==> src/rtl/core/ttt_pkg.sv <==
// ----------------------------------------------------------------------------
// ttt_pkg
// Shared types, codes and constants of the tap and external tempo tracker.
// ----------------------------------------------------------------------------
`default_nettype none

package ttt_pkg;

  // event kinds
  typedef logic [1:0] op_t;
  localparam op_t OP_TAP  = 2'd0;
  localparam op_t OP_EDGE = 2'd1;
  localparam op_t OP_POLL = 2'd2;

  // register indexes (byte address / 4)
  typedef logic [2:0] reg_idx_t;
  localparam reg_idx_t REG_TAP_TO   = 3'd0;
  localparam reg_idx_t REG_EXT_TO   = 3'd1;
  localparam reg_idx_t REG_MIN_BPM  = 3'd2;
  localparam reg_idx_t REG_MAX_BPM  = 3'd3;
  localparam reg_idx_t REG_THRESH   = 3'd4;
  localparam reg_idx_t REG_FALLBACK = 3'd5;

  localparam logic [15:0] TAP_TO_RST   = 16'd2000;
  localparam logic [15:0] EXT_TO_RST   = 16'd2000;
  localparam logic [8:0]  MIN_BPM_RST  = 9'd10;
  localparam logic [8:0]  MAX_BPM_RST  = 9'd300;
  localparam logic [7:0]  THRESH_RST   = 8'd3;
  localparam logic [8:0]  FALLBACK_RST = 9'd120;
  localparam logic [8:0]  TEMPO_RST    = 9'd120;

  // divider
  localparam int unsigned DIV_W = 18;
  localparam logic [DIV_W-1:0] MS_PER_MIN = 18'd60000;
  localparam logic [DIV_W-1:0] PERIOD_NUM = 18'd156250;
  localparam logic SEL_RAW    = 1'b0;
  localparam logic SEL_PERIOD = 1'b1;

  typedef struct packed {
    logic [15:0] tap_timeout_ms;
    logic [15:0] ext_timeout_ms;
    logic [8:0]  min_bpm;
    logic [8:0]  max_bpm;
    logic [7:0]  change_threshold;
    logic [8:0]  fallback_bpm;
  } cfg_t;

  typedef struct packed {
    logic load;
    logic eval;
    logic div_start;
    logic div_sel;
    logic apply_raw;
    logic out_load;
  } cmd_t;

  typedef struct packed {
    logic raw_req;
    logic div_done;
  } sts_t;

  function automatic logic [8:0] clamp_bpm(input logic [15:0] raw,
                                           input logic [8:0]  lo,
                                           input logic [8:0]  hi);
    logic [8:0] res;
    if (raw < {7'd0, lo}) begin
      res = lo;
    end else if (raw > {7'd0, hi}) begin
      res = hi;
    end else begin
      res = raw[8:0];
    end
    return res;
  endfunction

endpackage

`default_nettype wire

==> src/rtl/core/ttt_regs.sv <==
// ----------------------------------------------------------------------------
// ttt_regs
// APB register bank holding the tracker configuration.
// ----------------------------------------------------------------------------
`default_nettype none

module ttt_regs
  import ttt_pkg::*;
(
  input  wire logic        clk_i,
  input  wire logic        rst_ni,
  input  wire logic        psel,
  input  wire logic        penable,
  input  wire logic        pwrite,
  input  wire reg_idx_t    paddr_idx_i,
  input  wire logic [31:0] pwdata,
  output logic      [31:0] prdata,
  output logic             pready,
  output cfg_t             cfg_o
);

  cfg_t cfg_q;
  logic wr_en;

  assign pready = 1'b1;
  assign wr_en  = psel & penable & pwrite;
  assign cfg_o  = cfg_q;

  always_ff @(posedge clk_i or negedge rst_ni) begin
    if (!rst_ni) begin
      cfg_q.tap_timeout_ms   <= TAP_TO_RST;
      cfg_q.ext_timeout_ms   <= EXT_TO_RST;
      cfg_q.min_bpm          <= MIN_BPM_RST;
      cfg_q.max_bpm          <= MAX_BPM_RST;
      cfg_q.change_threshold <= THRESH_RST;
      cfg_q.fallback_bpm     <= FALLBACK_RST;
    end else if (wr_en) begin
      case (paddr_idx_i)
        REG_TAP_TO:   cfg_q.tap_timeout_ms   <= pwdata[15:0];
        REG_EXT_TO:   cfg_q.ext_timeout_ms   <= pwdata[15:0];
        REG_MIN_BPM:  cfg_q.min_bpm          <= pwdata[8:0];
        REG_MAX_BPM:  cfg_q.max_bpm          <= pwdata[8:0];
        REG_THRESH:   cfg_q.change_threshold <= pwdata[7:0];
        REG_FALLBACK: cfg_q.fallback_bpm     <= pwdata[8:0];
        default: ;
      endcase
    end
  end

  always_comb begin
    case (paddr_idx_i)
      REG_TAP_TO:   prdata = {16'd0, cfg_q.tap_timeout_ms};
      REG_EXT_TO:   prdata = {16'd0, cfg_q.ext_timeout_ms};
      REG_MIN_BPM:  prdata = {23'd0, cfg_q.min_bpm};
      REG_MAX_BPM:  prdata = {23'd0, cfg_q.max_bpm};
      REG_THRESH:   prdata = {24'd0, cfg_q.change_threshold};
      REG_FALLBACK: prdata = {23'd0, cfg_q.fallback_bpm};
      default:      prdata = 32'd0;
    endcase
  end

endmodule

`default_nettype wire

==> src/rtl/core/ttt_div.sv <==
// ----------------------------------------------------------------------------
// ttt_div
// Radix-2 restoring divider, one quotient bit per cycle.
// ----------------------------------------------------------------------------
`default_nettype none

module ttt_div
  import ttt_pkg::*;
(
  input  wire logic             clk_i,
  input  wire logic             rst_ni,
  input  wire logic             start_i,
  input  wire logic [DIV_W-1:0] dividend_i,
  input  wire logic [31:0]      divisor_i,
  output logic                  done_o,
  output logic      [DIV_W-1:0] quot_o
);

  localparam int unsigned CNT_W = $clog2(DIV_W + 1);

  logic             busy_q;
  logic             done_q;
  logic [CNT_W-1:0] cnt_q;
  logic [31:0]      rem_q;
  logic [31:0]      dvs_q;
  logic [DIV_W-1:0] quot_q;

  logic [32:0] trial;
  logic        ge;
  logic [32:0] rem_d;

  assign trial  = {rem_q, quot_q[DIV_W-1]};
  assign ge     = trial >= {1'b0, dvs_q};
  assign rem_d  = ge ? (trial - {1'b0, dvs_q}) : trial;
  assign done_o = done_q;
  assign quot_o = quot_q;

  always_ff @(posedge clk_i or negedge rst_ni) begin
    if (!rst_ni) begin
      busy_q <= 1'b0;
      done_q <= 1'b0;
      cnt_q  <= '0;
    end else begin
      done_q <= 1'b0;
      if (start_i) begin
        busy_q <= 1'b1;
        cnt_q  <= CNT_W'(DIV_W);
      end else if (busy_q) begin
        cnt_q <= cnt_q - CNT_W'(1);
        if (cnt_q == CNT_W'(1)) begin
          busy_q <= 1'b0;
          done_q <= 1'b1;
        end
      end
    end
  end

  always_ff @(posedge clk_i) begin
    if (start_i) begin
      rem_q  <= 32'd0;
      dvs_q  <= divisor_i;
      quot_q <= dividend_i;
    end else if (busy_q) begin
      rem_q  <= rem_d[31:0];
      quot_q <= {quot_q[DIV_W-2:0], ge};
    end
  end

endmodule

`default_nettype wire

==> src/rtl/core/ttt_dp.sv <==
// ----------------------------------------------------------------------------
// ttt_dp
// Tracker datapath: event registers, tap capture, edge timing, tempo and
// result registers, and the shared divider.
// ----------------------------------------------------------------------------
`default_nettype none

module ttt_dp
  import ttt_pkg::*;
(
  input  wire logic        clk_i,
  input  wire logic        rst_ni,
  input  wire cmd_t        cmd_i,
  input  wire op_t         op_i,
  input  wire logic [31:0] now_i,
  input  wire cfg_t        cfg_i,
  output sts_t             sts_o,
  output logic      [8:0]  bpm_o,
  output logic      [17:0] period_o,
  output logic             ext_o,
  output logic             upd_o,
  output logic             restart_o
);

  op_t         op_q;
  logic [31:0] now_q;
  logic [8:0]  tempo_q;
  logic [31:0] t0_q;
  logic [2:0]  cnt_q;
  logic [31:0] last_tap_q;
  logic [31:0] last_edge_q;
  logic        ext_q;
  logic        upd_q;
  logic        restart_q;
  logic [31:0] opnd_q;

  logic [8:0]  bpm_q;
  logic [17:0] period_q;
  logic        ext_out_q;
  logic        upd_out_q;
  logic        restart_out_q;

  logic [31:0] tap_gap;
  logic [31:0] edge_gap;
  logic [31:0] span;
  logic [31:0] half;
  logic [2:0]  cnt_eff;
  logic        tap_go;
  logic        tap_third;
  logic        poll_drop;
  logic        raw_req;

  logic             div_done;
  logic [DIV_W-1:0] quot;
  logic [DIV_W-1:0] dividend;
  logic [31:0]      divisor;
  logic [15:0]      raw;
  logic [15:0]      raw_diff;
  logic             retune;

  assign tap_gap   = now_q - last_tap_q;
  assign edge_gap  = now_q - last_edge_q;
  assign span      = now_q - t0_q;
  assign half      = {1'b0, span[31:1]};
  assign cnt_eff   = (tap_gap > {16'd0, cfg_i.tap_timeout_ms}) ? 3'd0 : cnt_q;
  assign tap_go    = (op_q == OP_TAP) && !ext_q;
  assign tap_third = tap_go && (cnt_eff == 3'd2);
  assign poll_drop = (op_q == OP_POLL) && ext_q &&
                     (edge_gap > {16'd0, cfg_i.ext_timeout_ms});
  assign raw_req   = (tap_third && (half != 32'd0)) ||
                     ((op_q == OP_EDGE) && (edge_gap != 32'd0));

  assign sts_o.raw_req  = raw_req;
  assign sts_o.div_done = div_done;

  assign dividend = (cmd_i.div_sel == SEL_PERIOD) ? PERIOD_NUM : MS_PER_MIN;
  assign divisor  = (cmd_i.div_sel == SEL_PERIOD) ? {23'd0, tempo_q} : opnd_q;

  // 60000 / x never exceeds 16 bits
  assign raw      = quot[15:0];
  assign raw_diff = (raw > {7'd0, tempo_q}) ? (raw - {7'd0, tempo_q})
                                            : ({7'd0, tempo_q} - raw);
  assign retune   = (op_q == OP_TAP) || (raw_diff > {8'd0, cfg_i.change_threshold});

  ttt_div u_div (
    .clk_i      (clk_i),
    .rst_ni     (rst_ni),
    .start_i    (cmd_i.div_start),
    .dividend_i (dividend),
    .divisor_i  (divisor),
    .done_o     (div_done),
    .quot_o     (quot)
  );

  always_ff @(posedge clk_i or negedge rst_ni) begin
    if (!rst_ni) begin
      tempo_q     <= TEMPO_RST;
      cnt_q       <= 3'd0;
      last_tap_q  <= 32'd0;
      last_edge_q <= 32'd0;
      ext_q       <= 1'b0;
      upd_q       <= 1'b0;
      restart_q   <= 1'b0;
    end else if (cmd_i.load) begin
      upd_q     <= 1'b0;
      restart_q <= 1'b0;
    end else if (cmd_i.eval) begin
      case (op_q)
        OP_TAP: begin
          if (!ext_q) begin
            if (cnt_eff < 3'd3) begin
              last_tap_q <= now_q;
              cnt_q      <= (cnt_eff == 3'd2) ? 3'd4 : (cnt_eff + 3'd1);
            end else begin
              cnt_q <= cnt_eff;
            end
            if (tap_third && (half == 32'd0)) begin
              tempo_q <= clamp_bpm({7'd0, cfg_i.max_bpm}, cfg_i.min_bpm, cfg_i.max_bpm);
              upd_q   <= 1'b1;
            end
          end
        end
        OP_EDGE: begin
          last_edge_q <= now_q;
          ext_q       <= 1'b1;
          restart_q   <= 1'b1;
        end
        OP_POLL: begin
          if (poll_drop) begin
            ext_q   <= 1'b0;
            tempo_q <= clamp_bpm({7'd0, cfg_i.fallback_bpm}, cfg_i.min_bpm,
                                 cfg_i.max_bpm);
            upd_q   <= 1'b1;
          end
        end
        default: ;
      endcase
    end else if (cmd_i.apply_raw && retune) begin
      tempo_q <= clamp_bpm(raw, cfg_i.min_bpm, cfg_i.max_bpm);
      upd_q   <= 1'b1;
    end
  end

  always_ff @(posedge clk_i) begin
    if (cmd_i.load) begin
      op_q  <= op_i;
      now_q <= now_i;
    end
    if (cmd_i.eval) begin
      opnd_q <= tap_third ? half : edge_gap;
      if (tap_go && (cnt_eff == 3'd0)) begin
        t0_q <= now_q;
      end
    end
    if (cmd_i.out_load) begin
      bpm_q         <= tempo_q;
      period_q      <= (tempo_q == 9'd0) ? PERIOD_NUM : quot;
      ext_out_q     <= ext_q;
      upd_out_q     <= upd_q;
      restart_out_q <= restart_q;
    end
  end

  assign bpm_o     = bpm_q;
  assign period_o  = period_q;
  assign ext_o     = ext_out_q;
  assign upd_o     = upd_out_q;
  assign restart_o = restart_out_q;

endmodule

`default_nettype wire

==> src/rtl/core/ttt_ctrl.sv <==
// ----------------------------------------------------------------------------
// ttt_ctrl
// Sequencer: accepts an event, steps the datapath through evaluation and one or
// two divider passes, and hands the result to the output register.
// ----------------------------------------------------------------------------
`default_nettype none

module ttt_ctrl
  import ttt_pkg::*;
(
  input  wire logic clk_i,
  input  wire logic rst_ni,
  input  wire sts_t sts_i,
  input  wire logic s_tvalid_i,
  input  wire logic m_tready_i,
  output logic      s_tready_o,
  output logic      m_tvalid_o,
  output cmd_t      cmd_o
);

  typedef enum logic [2:0] {
    ST_IDLE,
    ST_EVAL,
    ST_RAW_GO,
    ST_RAW_WAIT,
    ST_PER_GO,
    ST_PER_WAIT,
    ST_EMIT
  } state_e;

  state_e state_q;
  logic   m_tvalid_q;
  logic   out_free;

  assign out_free   = !m_tvalid_q || m_tready_i;
  assign s_tready_o = (state_q == ST_IDLE);
  assign m_tvalid_o = m_tvalid_q;

  always_comb begin
    cmd_o.load      = (state_q == ST_IDLE) && s_tvalid_i;
    cmd_o.eval      = (state_q == ST_EVAL);
    cmd_o.div_start = (state_q == ST_RAW_GO) || (state_q == ST_PER_GO);
    cmd_o.div_sel   = (state_q == ST_PER_GO) ? SEL_PERIOD : SEL_RAW;
    cmd_o.apply_raw = (state_q == ST_RAW_WAIT) && sts_i.div_done;
    cmd_o.out_load  = (state_q == ST_EMIT) && out_free;
  end

  always_ff @(posedge clk_i or negedge rst_ni) begin
    if (!rst_ni) begin
      state_q    <= ST_IDLE;
      m_tvalid_q <= 1'b0;
    end else begin
      if (cmd_o.out_load) begin
        m_tvalid_q <= 1'b1;
      end else if (m_tready_i) begin
        m_tvalid_q <= 1'b0;
      end
      case (state_q)
        ST_IDLE: begin
          if (s_tvalid_i) begin
            state_q <= ST_EVAL;
          end
        end
        ST_EVAL:     state_q <= sts_i.raw_req ? ST_RAW_GO : ST_PER_GO;
        ST_RAW_GO:   state_q <= ST_RAW_WAIT;
        ST_RAW_WAIT: begin
          if (sts_i.div_done) begin
            state_q <= ST_PER_GO;
          end
        end
        ST_PER_GO:   state_q <= ST_PER_WAIT;
        ST_PER_WAIT: begin
          if (sts_i.div_done) begin
            state_q <= ST_EMIT;
          end
        end
        ST_EMIT: begin
          if (out_free) begin
            state_q <= ST_IDLE;
          end
        end
        default:     state_q <= ST_IDLE;
      endcase
    end
  end

endmodule

`default_nettype wire

==> src/rtl/core/tap_and_external_tempo_tracker_top.sv <==
// ----------------------------------------------------------------------------
// tap_and_external_tempo_tracker_top
// Tempo tracker driven by taps, external clock edges and time polls.
//
//   channel   dir  handshake               payload
//   s_axis    in   tvalid/tready           tuser: op, tdata: now_ms
//   m_axis    out  tvalid/tready           tdata: bpm, period_us, flags
//   apb       in   psel/penable/pwrite     6 config registers at 4*i
//
// Events are handled one at a time: evaluate, an optional raw-tempo pass and a
// period pass of the shared radix-2 divider, then the output register.
// Reset is asynchronous, active low; all tempo state returns to its defaults.
// The next event is taken while a result waits in the output register; a
// stalled m_axis holds the sequencer before it overwrites that register.
// ----------------------------------------------------------------------------
`default_nettype none

module tap_and_external_tempo_tracker_top
  import ttt_pkg::*;
(
  input  wire logic        clk_i,
  input  wire logic        rst_ni,
  input  wire logic        s_axis_tvalid,
  output logic             s_axis_tready,
  input  wire logic [31:0] s_axis_tdata,   // [31:0] now_ms
  input  wire logic [1:0]  s_axis_tuser,   // [1:0] op
  output logic             m_axis_tvalid,
  input  wire logic        m_axis_tready,
  output logic      [31:0] m_axis_tdata,   // [8:0] bpm, [26:9] period_us,
                                           // [27] external_active,
                                           // [28] tempo_updated,
                                           // [29] restart_ticks, [31:30] zero
  input  wire logic        psel,
  input  wire logic        penable,
  input  wire logic        pwrite,
  input  wire logic [4:0]  paddr,
  input  wire logic [31:0] pwdata,
  output logic      [31:0] prdata,
  output logic             pready
);

  cfg_t        cfg;
  cmd_t        cmd;
  sts_t        sts;
  logic [8:0]  bpm;
  logic [17:0] period;
  logic        ext;
  logic        upd;
  logic        restart;

  ttt_regs u_regs (
    .clk_i       (clk_i),
    .rst_ni      (rst_ni),
    .psel        (psel),
    .penable     (penable),
    .pwrite      (pwrite),
    .paddr_idx_i (paddr[4:2]),
    .pwdata      (pwdata),
    .prdata      (prdata),
    .pready      (pready),
    .cfg_o       (cfg)
  );

  ttt_ctrl u_ctrl (
    .clk_i      (clk_i),
    .rst_ni     (rst_ni),
    .sts_i      (sts),
    .s_tvalid_i (s_axis_tvalid),
    .m_tready_i (m_axis_tready),
    .s_tready_o (s_axis_tready),
    .m_tvalid_o (m_axis_tvalid),
    .cmd_o      (cmd)
  );

  ttt_dp u_dp (
    .clk_i     (clk_i),
    .rst_ni    (rst_ni),
    .cmd_i     (cmd),
    .op_i      (s_axis_tuser),
    .now_i     (s_axis_tdata),
    .cfg_i     (cfg),
    .sts_o     (sts),
    .bpm_o     (bpm),
    .period_o  (period),
    .ext_o     (ext),
    .upd_o     (upd),
    .restart_o (restart)
  );

  assign m_axis_tdata = {2'b00, restart, upd, ext, period, bpm};

endmodule

`default_nettype wire

==> config.mk <==
export PLATFORM = sky130hd
export DESIGN_NAME = tap_and_external_tempo_tracker_top
export DESIGN_NICKNAME = d
export VERILOG_FILES = /design/src/rtl/core/ttt_pkg.sv /design/src/rtl/core/ttt_regs.sv /design/src/rtl/core/ttt_div.sv /design/src/rtl/core/ttt_dp.sv /design/src/rtl/core/ttt_ctrl.sv /design/src/rtl/core/tap_and_external_tempo_tracker_top.sv
export SDC_FILE = /design/constraint.sdc
export NUM_CORES = 1
export LEC_CHECK = 0
export BUFFER_PORTS_ARGS = -buffer_cell sky130_fd_sc_hd__buf_2
export CAP_MARGIN = 0
export CORE_MARGIN = 3
export CORE_UTILIZATION = 40
export DETAILED_ROUTE_END_ITERATION = 6
export PLACE_DENSITY_LB_ADDON = 0.15
export SLEW_MARGIN = 10
export SYNTH_ARGS = -nofsm -noshare
export SYNTH_HDL_FRONTEND = slang
export SYNTH_SLANG_ARGS = --single-unit
==> constraint.sdc <==
create_clock -name clk_i -period 6.3 [get_ports clk_i]
set_input_delay 0.945 -clock clk_i [delete_from_list [all_inputs] [get_ports clk_i]]
set_output_delay 0.945 -clock clk_i [all_outputs]
set_load 0.1 [all_outputs]
After elaboration in Yosys (flattened, before gate mapping)
Cells that the tools add are included.
- add/subtract/negate cells: 8
- order comparisons: 11
- equality and inequality tests: 28
- mux-type cells: 51
- bitwise gates (word level): 4
- reduce and logical (&&, ||, !) cells: 48
- operator list (operator ; count):
    32-bit subtractor ; 4
    9-bit two-way mux ; 11
    16-bit one-hot mux with 6 select lines ; 1
    32-bit by 16-bit > comparator with 1-bit output ; 2
    32-bit nonzero test ; 2
    18-bit two-way mux ; 3
    33-bit by 32-bit greater-or-equal comparator with 1-bit output ; 1
    16-bit by 9-bit > comparator with 1-bit output ; 2
    32-bit logical NOT ; 1
    32-bit two-way mux ; 1
    31-bit two-way mux ; 1
    3-bit two-way mux ; 8
    3-bit one-hot mux with 7 select lines ; 1
    1-bit two-way mux ; 19
    9-bit < comparator ; 2
    9-bit one-hot mux with 2 select lines ; 1
    16-bit by 8-bit > comparator with 1-bit output ; 1
    16-bit by 9-bit < comparator with 1-bit output ; 1
    16-bit two-way mux ; 1
    2-bit AND reduction ; 8
    16-bit by 9-bit subtractor with 16-bit output ; 1
    9-bit by 16-bit subtractor with 16-bit output ; 1
    3-bit by 2-bit == test with 1-bit output, second input constant ; 5
    3-bit == test, second input constant ; 5
    other kinds (32) ; 67
- bits in registers: 367
- bits of input ports: 78
- word-level logic and storage cells: 182

Longest topological paths before layout
- word-level depth: 11
- gate-level depth with buffers: 25

By module
A second synthesis with hierarchy kept.
- cells, all modules: 2831
- area, all modules: 26928.3 um^2
- modules (own cells, without submodules) (module ; instances ; cells each ; area an instance (um^2) ; sequential area each (um^2)):
    ttt_dp ; 1 ; 1953 ; 17589.4 ; 5825.6
    ttt_div ; 1 ; 597 ; 5657.9 ; 2317.2
    ttt_regs ; 1 ; 245 ; 3338.2 ; 1706.6
    ttt_ctrl ; 1 ; 30 ; 301.5 ; 100.1
    tap_and_external_tempo_tracker_top ; 1 ; 6 ; 41.3 ; 0.0

Worst setup path before layout
No wires, ideal clock.
- kind: register to register
- start point: reg u_dp.now_q[1]
- end point: reg u_dp.t0_q[0], enable pin
- setup time: 0.432 ns
- arrival: 5.011 ns
- required time: 5.868 ns
- path slack: 0.857 ns
- stages on the path, launching flop included: 20
- buffers on the path: 0
- clock period less this slack: 5.443 ns
- cell sequence: edfxtp_1 -> ha_1 -> nor2b_4 -> o31a_1 -> o21a_1 -> o21a_1 -> a21oi_1 -> nor2b_1 -> a41oi_1 -> xnor2_1 -> ha_1 -> nand4_1 -> nor3_1 -> o31a_1 -> o31ai_1 -> o2111ai_1 -> a2111oi_4 -> nand4_2 -> nor3_2 -> a21oi_1
- word-level cells in the longest chain between the ends: 6
- RTL lines (item ; RTL line ; source):
    start: declaration ; ttt_dp.sv:26 ; logic [31:0] now_q;
    start signal: assignment ; ttt_dp.sv:147 ; now_q <= now_i;
    32-bit subtractor ; ttt_dp.sv:61 ; assign tap_gap = now_q - last_tap_q;
    32-bit by 16-bit > comparator with 1-bit output ; ttt_dp.sv:65 ; assign cnt_eff = (tap_gap > {16'd0, cfg_i.tap_timeout_ms}) ? 3'd0 : cnt_q;
    3-bit two-way mux ; ttt_dp.sv:65 ;
    3-bit logical NOT ; ttt_dp.sv:151 ; if (tap_go && (cnt_eff == 3'd0)) begin
    1-bit logical AND ; ttt_dp.sv:151 ;
    2-bit AND reduction (no source line) ; n/a ;
    end signal: assignment ; ttt_dp.sv:152 ; t0_q <= now_q;
    end: declaration ; ttt_dp.sv:28 ; logic [31:0] t0_q;
Every way passes these cells.
A chain may end at the register's enable or synchronous reset.

Final worst setup path
- start point: reg u_dp.u_div.quot_q[14], in the netlist u_dp.u_div.quot_o[14]
- end point: reg u_dp.tempo_q[0]
- word-level cells in the longest chain between the ends: 7
- RTL lines (item ; RTL line ; source):
    start: declaration ; ttt_div.sv:26 ; logic [DIV_W-1:0] quot_q;
    start signal: assignment ; ttt_div.sv:62 ; quot_q <= dividend_i;
    start signal: assignment ; ttt_div.sv:65 ; quot_q <= {quot_q[DIV_W-2:0], ge};
    9-bit by 16-bit subtractor with 16-bit output (tied with other cells) ; ttt_dp.sv:82 ; : ({7'd0, tempo_q} - raw);
    16-bit two-way mux ; ttt_dp.sv:81 ; assign raw_diff = (raw > {7'd0, tempo_q}) ? (raw - {7'd0, tempo_q})
    16-bit by 8-bit > comparator with 1-bit output ; ttt_dp.sv:83 ; assign retune = (op_q == OP_TAP) || (raw_diff > {8'd0, cfg_i.change_threshold});
    1-bit logical OR ; ttt_dp.sv:83 ;
    1-bit logical AND ; ttt_dp.sv:138 ; end else if (cmd_i.apply_raw && retune) begin
    2-bit nonzero test (no source line) ; n/a ;
    6-bit AND reduction (no source line) ; n/a ;
    end signal: assignment ; ttt_dp.sv:118 ; tempo_q <= clamp_bpm({7'd0, cfg_i.max_bpm}, cfg_i.min_bpm, cfg_i.max_bpm);
    end signal: assignment ; ttt_dp.sv:131 ; tempo_q <= clamp_bpm({7'd0, cfg_i.fallback_bpm}, cfg_i.min_bpm,
    end signal: assignment ; ttt_dp.sv:139 ; tempo_q <= clamp_bpm(raw, cfg_i.min_bpm, cfg_i.max_bpm);
    end: declaration ; ttt_dp.sv:27 ; logic [8:0] tempo_q;
Several ways; a longest one is shown, not always the timed one. The select of a mux whose other input is x is not followed.

==> flow_summary.json <==
{
  "cp_max_fo": 19,
  "yosysSeqAreaShare_pct": 38.5,
  "avgSynthCellArea_um2": 9.28,
  "grt_first_pass_wirelength_um": 115000,
  "rows": 92,
  "drive_gt1_share_pct": 13.5,
  "min_path_type": "input pin to asynchronous set/reset pin",
  "yosys.area.top_type": "edfxtp_1",
  "via_per_inst": 5.52,
  "max_stage_delay_ps": 590,
  "diodes": 0,
  "die_height_um": 260,
  "io_buffers": 107,
  "synth_warnings": 0,
  "post_dp_cell_area_mm2": 0.0276,
  "gp_congestion": 0.871,
  "leakagePower_uw": 0.0125,
  "maxSlewHeadroom_pct": 19.6,
  "utilization_pct": 45.8,
  "syn_to_final_growth_pct": 12.6,
  "synth_edf_count": 178,
  "initial_utilization_pct": 40.7,
  "grt_antenna_before_repair": 0,
  "intPower_uw": 4530,
  "grt_pass1_vias": 20522,
  "cts_buffer_depth": 3,
  "cts_hold_buf": 0,
  "chipWidth_um": 260,
  "skew_ps": 28.2,
  "crit_chain": "or4_1 -> or4_1 -> a21oi_2 -> nand2_1 -> nand2_1 -> o211ai_1 -> and3_1 -> xnor2_1 -> ha_1 -> buf_4 -> a211oi_1 -> nand2_1 -> o21ai_0 -> buf_4 -> o2111ai_1 -> nor4bb_1 -> o2111ai_1 -> a221oi_1 -> o21ai_2 -> buf_12 -> a211oi_1 -> a211oi_2",
  "worstMarginPinSlew_ps": 1200,
  "dpl.hpwl_um": 57100,
  "crit_path_frequent_cell": "nand2_1",
  "netlist.area_leader.share_pct": 20.7,
  "finalSetupViolCount": 0,
  "post-route-drc-count": 0,
  "min_period_ps": 5880,
  "final_common_cell": "inv_1",
  "path_buf_inv": 3,
  "synth_top_family_by_area": "compound AO/OA/AOI/OAI gates",
  "syn-cell-area_mm2": 0.0258,
  "crit_arrival_ps": 6330,
  "cts-root-buf": "clkbuf_16",
  "outcome": "finished clean",
  "critPathKind": "flip-flop to flip-flop",
  "final_cell_mix": "inv_1, nand2_1, ha_1",
  "ir_drop_v": 0.000185,
  "gr-total-overflow": 0,
  "met2_usage_pct": 34.3,
  "hold_violations": 0,
  "cts_buffers": 46,
  "drv_cap": 0,
  "die_area_mm2": 0.0677,
  "sw_frac_of_total_pct": 27.8,
  "ant_nets": 0,
  "cts.clk_slew.worst_paths_ps": 60,
  "p_switching_uw": 1750,
  "nets": 3221,
  "p_seq_share_pct": 43.3,
  "avgRoutedWirePerCell_um": 19.4,
  "h-tree-depth": 2,
  "grtUsageMet3_pct": 2.89,
  "final_cells": 3792,
  "worstPathRequired_ps": 6760,
  "clk_latency_ps": 600,
  "grt_use_met1_pct": 31.1,
  "powerDensity_mw_per_mm2": 216,
  "tns_ps": 0,
  "post_cts_buffers": 0,
  "io_pins": 145,
  "synth-simple-area-share_pct": 14.6,
  "synth_ff_type": "edfxtp_1",
  "path_delay_family": "simple AND/OR/NAND/NOR gates",
  "async_flop_share_pct": 42.8,
  "drtIter0Drc": 1394,
  "cp_slowest_cell": "or4_1",
  "synth_area_leaders": "edfxtp_1, dfrtp_1, ha_1",
  "drt_wl_total_um": 73600,
  "max_clock_freq_mhz": 170,
  "ys_types": 97,
  "post-route-period-util_pct": 93.3,
  "worstSetupStartpointType": "flip-flop",
  "busiest_layer": "met2",
  "cts_tree": "done",
  "synth-xor-area-share_pct": 3.36,
  "synth_cells": 2784,
  "vias": 20942,
  "cp-end-kind": "flip-flop",
  "synth.area.mux_share_pct": 6.11,
  "cts-resized-gates": 0,
  "place_inst": 3706,
  "drt-pass1-iter-count": 6,
  "grt_max_degree": 64,
  "postLayoutCellArea_mm2": 0.0291,
  "synth_compound_area_share_pct": 19.7,
  "drv_slew": 0,
  "synthAdderAreaFrac_pct": 11.6,
  "track_usage_pct": 21.5,
  "p_comb_share_pct": 14.0,
  "rsz0062_at_grt": "no",
  "cts.sinks": 367,
  "yosys_register_bits": 367,
  "p_clk_share_pct": 42.8,
  "fp.coreArea_mm2": 0.0635
}
[worst paths after layout]
kind                                                          start                               to  slack (ps)  cells past startpoint
min in group clk_i                  u_dp.last_tap_q[25]$_DFFE_PN0P_  u_dp.last_tap_q[25]$_DFFE_PN0P_         480                      1
worst min-delay path                                         rst_ni  u_dp.last_tap_q[22]$_DFFE_PN0P_         290                      1
worst min register to register      u_dp.last_tap_q[25]$_DFFE_PN0P_  u_dp.last_tap_q[25]$_DFFE_PN0P_         480                      1
worst max register to register  u_dp.u_div.quot_o[14]$_SDFFCE_PN1P_      u_dp.tempo_q[0]$_DFFE_PN0P_         420                     22
max in group asynchronous                                    rst_ni     u_regs.cfg_o[33]$_DFFE_PN0P_        4780                      2
worst max-delay path            u_dp.u_div.quot_o[14]$_SDFFCE_PN1P_      u_dp.tempo_q[0]$_DFFE_PN0P_         420                     22
[kinds of logic after synthesis]
group | after synthesis
xor gates and xnor gates | 99
adders and majority gates | 235
AOI/OAI and AO/OA | 788
DFF | 367
and+or+nand+nor | 767
other | 2
muxes | 140
buffers and inverters | 386
[cells in the mapped netlist, types with 12 or more instances]
cell type and count:
inv_1 264, nand2_1 254, ha_1 229, o21ai_0 228
a21oi_1 195, edfxtp_1 178, nor2_1 163, dfrtp_1 129
clkbuf_1 75, xnor2_1 65, a21o_1 56, mux2i_1 53
mux2_2 50, nor3_1 48, nor2b_1 44, nand2b_1 37
nand3_1 35, and3_1 34, nand4_1 34, xor2_1 34
dfxtp_1 32, a211oi_1 29, mux2_1 29, o21a_1 29
dfstp_2 28, a31oi_1 27, and2_1 23, buf_4 23
o211ai_1 21, o21bai_1 20, nor4_1 16, o221ai_1 14
o22ai_1 14, or3_1 14, o22a_1 12, o31ai_1 12
[cell type report]
class / count / area [um^2]
inverters: 265 / 995
flip-flops and latches: 367 / 9950
well taps: 846 / 1060
multi-input cells: 2048 / 14400
clock buffers: 61 / 1290
clock inverters: 25 / 258
repair buffers: 180 / 1130
fillers: 6203 / 34400
[state kept, by name (all words and copies together), names as in the netlist, 2 cells and up]
signal and flops:
u_dp.opnd_q 32, u_dp.op_q 2, u_dp.tempo_q 9, u_dp.u_div.dvs_q 32, u_dp.period_o 18, u_dp.bpm_o 9, u_dp.t0_q 32, u_regs.cfg_o 67
u_dp.u_div.cnt_q 5, u_dp.last_tap_q 32, u_dp.u_div.rem_q 32, u_dp.last_edge_q 32, u_dp.now_q 32, u_dp.cnt_q 3, u_ctrl.state_q 3, u_dp.u_div.quot_o 18
[layer usage]
metal  share of wire, %  vias up
met2                 45      408
met1                 50    10133
met4                1.9        0
met3                3.9       90
li1                   -    10311
met5                  0        -
[power groups by stage]
| stage | registers, uW | clock network (uW) | logic [uW] |
|---|---|---|---|
| final | 2720 | 2680 | 876 |
| after global routing | 2730 | 2860 | 970 |
| after CTS | 2710 | 2760 | 875 |
| after detailed placement | 2760 | 0 | 870 |
| after global placement | 2760 | 0 | 840 |
| after floorplan | 2720 | 0 | 631 |
[worst reg2reg max path, delay by kind of cell (launching register included)]
family	cells	cell delay (ps)
flip-flops	1	460
AND/OR/NAND/NOR	7	2180
AO/OA/AOI/OAI	10	2050
adder cells (fa/ha/maj)	1	310
XOR/XNOR	1	290
buffers and inverters	3	470
[per-stage QoR]
stage | worst slack (ps) | hold WS, ps | total power [uW]
after global placement | 453 | 468 | 3600
after floorplan | 857 | 425 | 3350
after global routing | 38.8 | 323 | 6560
after detailed placement | 426 | 475 | 3630
after CTS | 397 | 323 | 6350
final | 425 | 290 | 6280
Power figures use the tool's default switching activity.
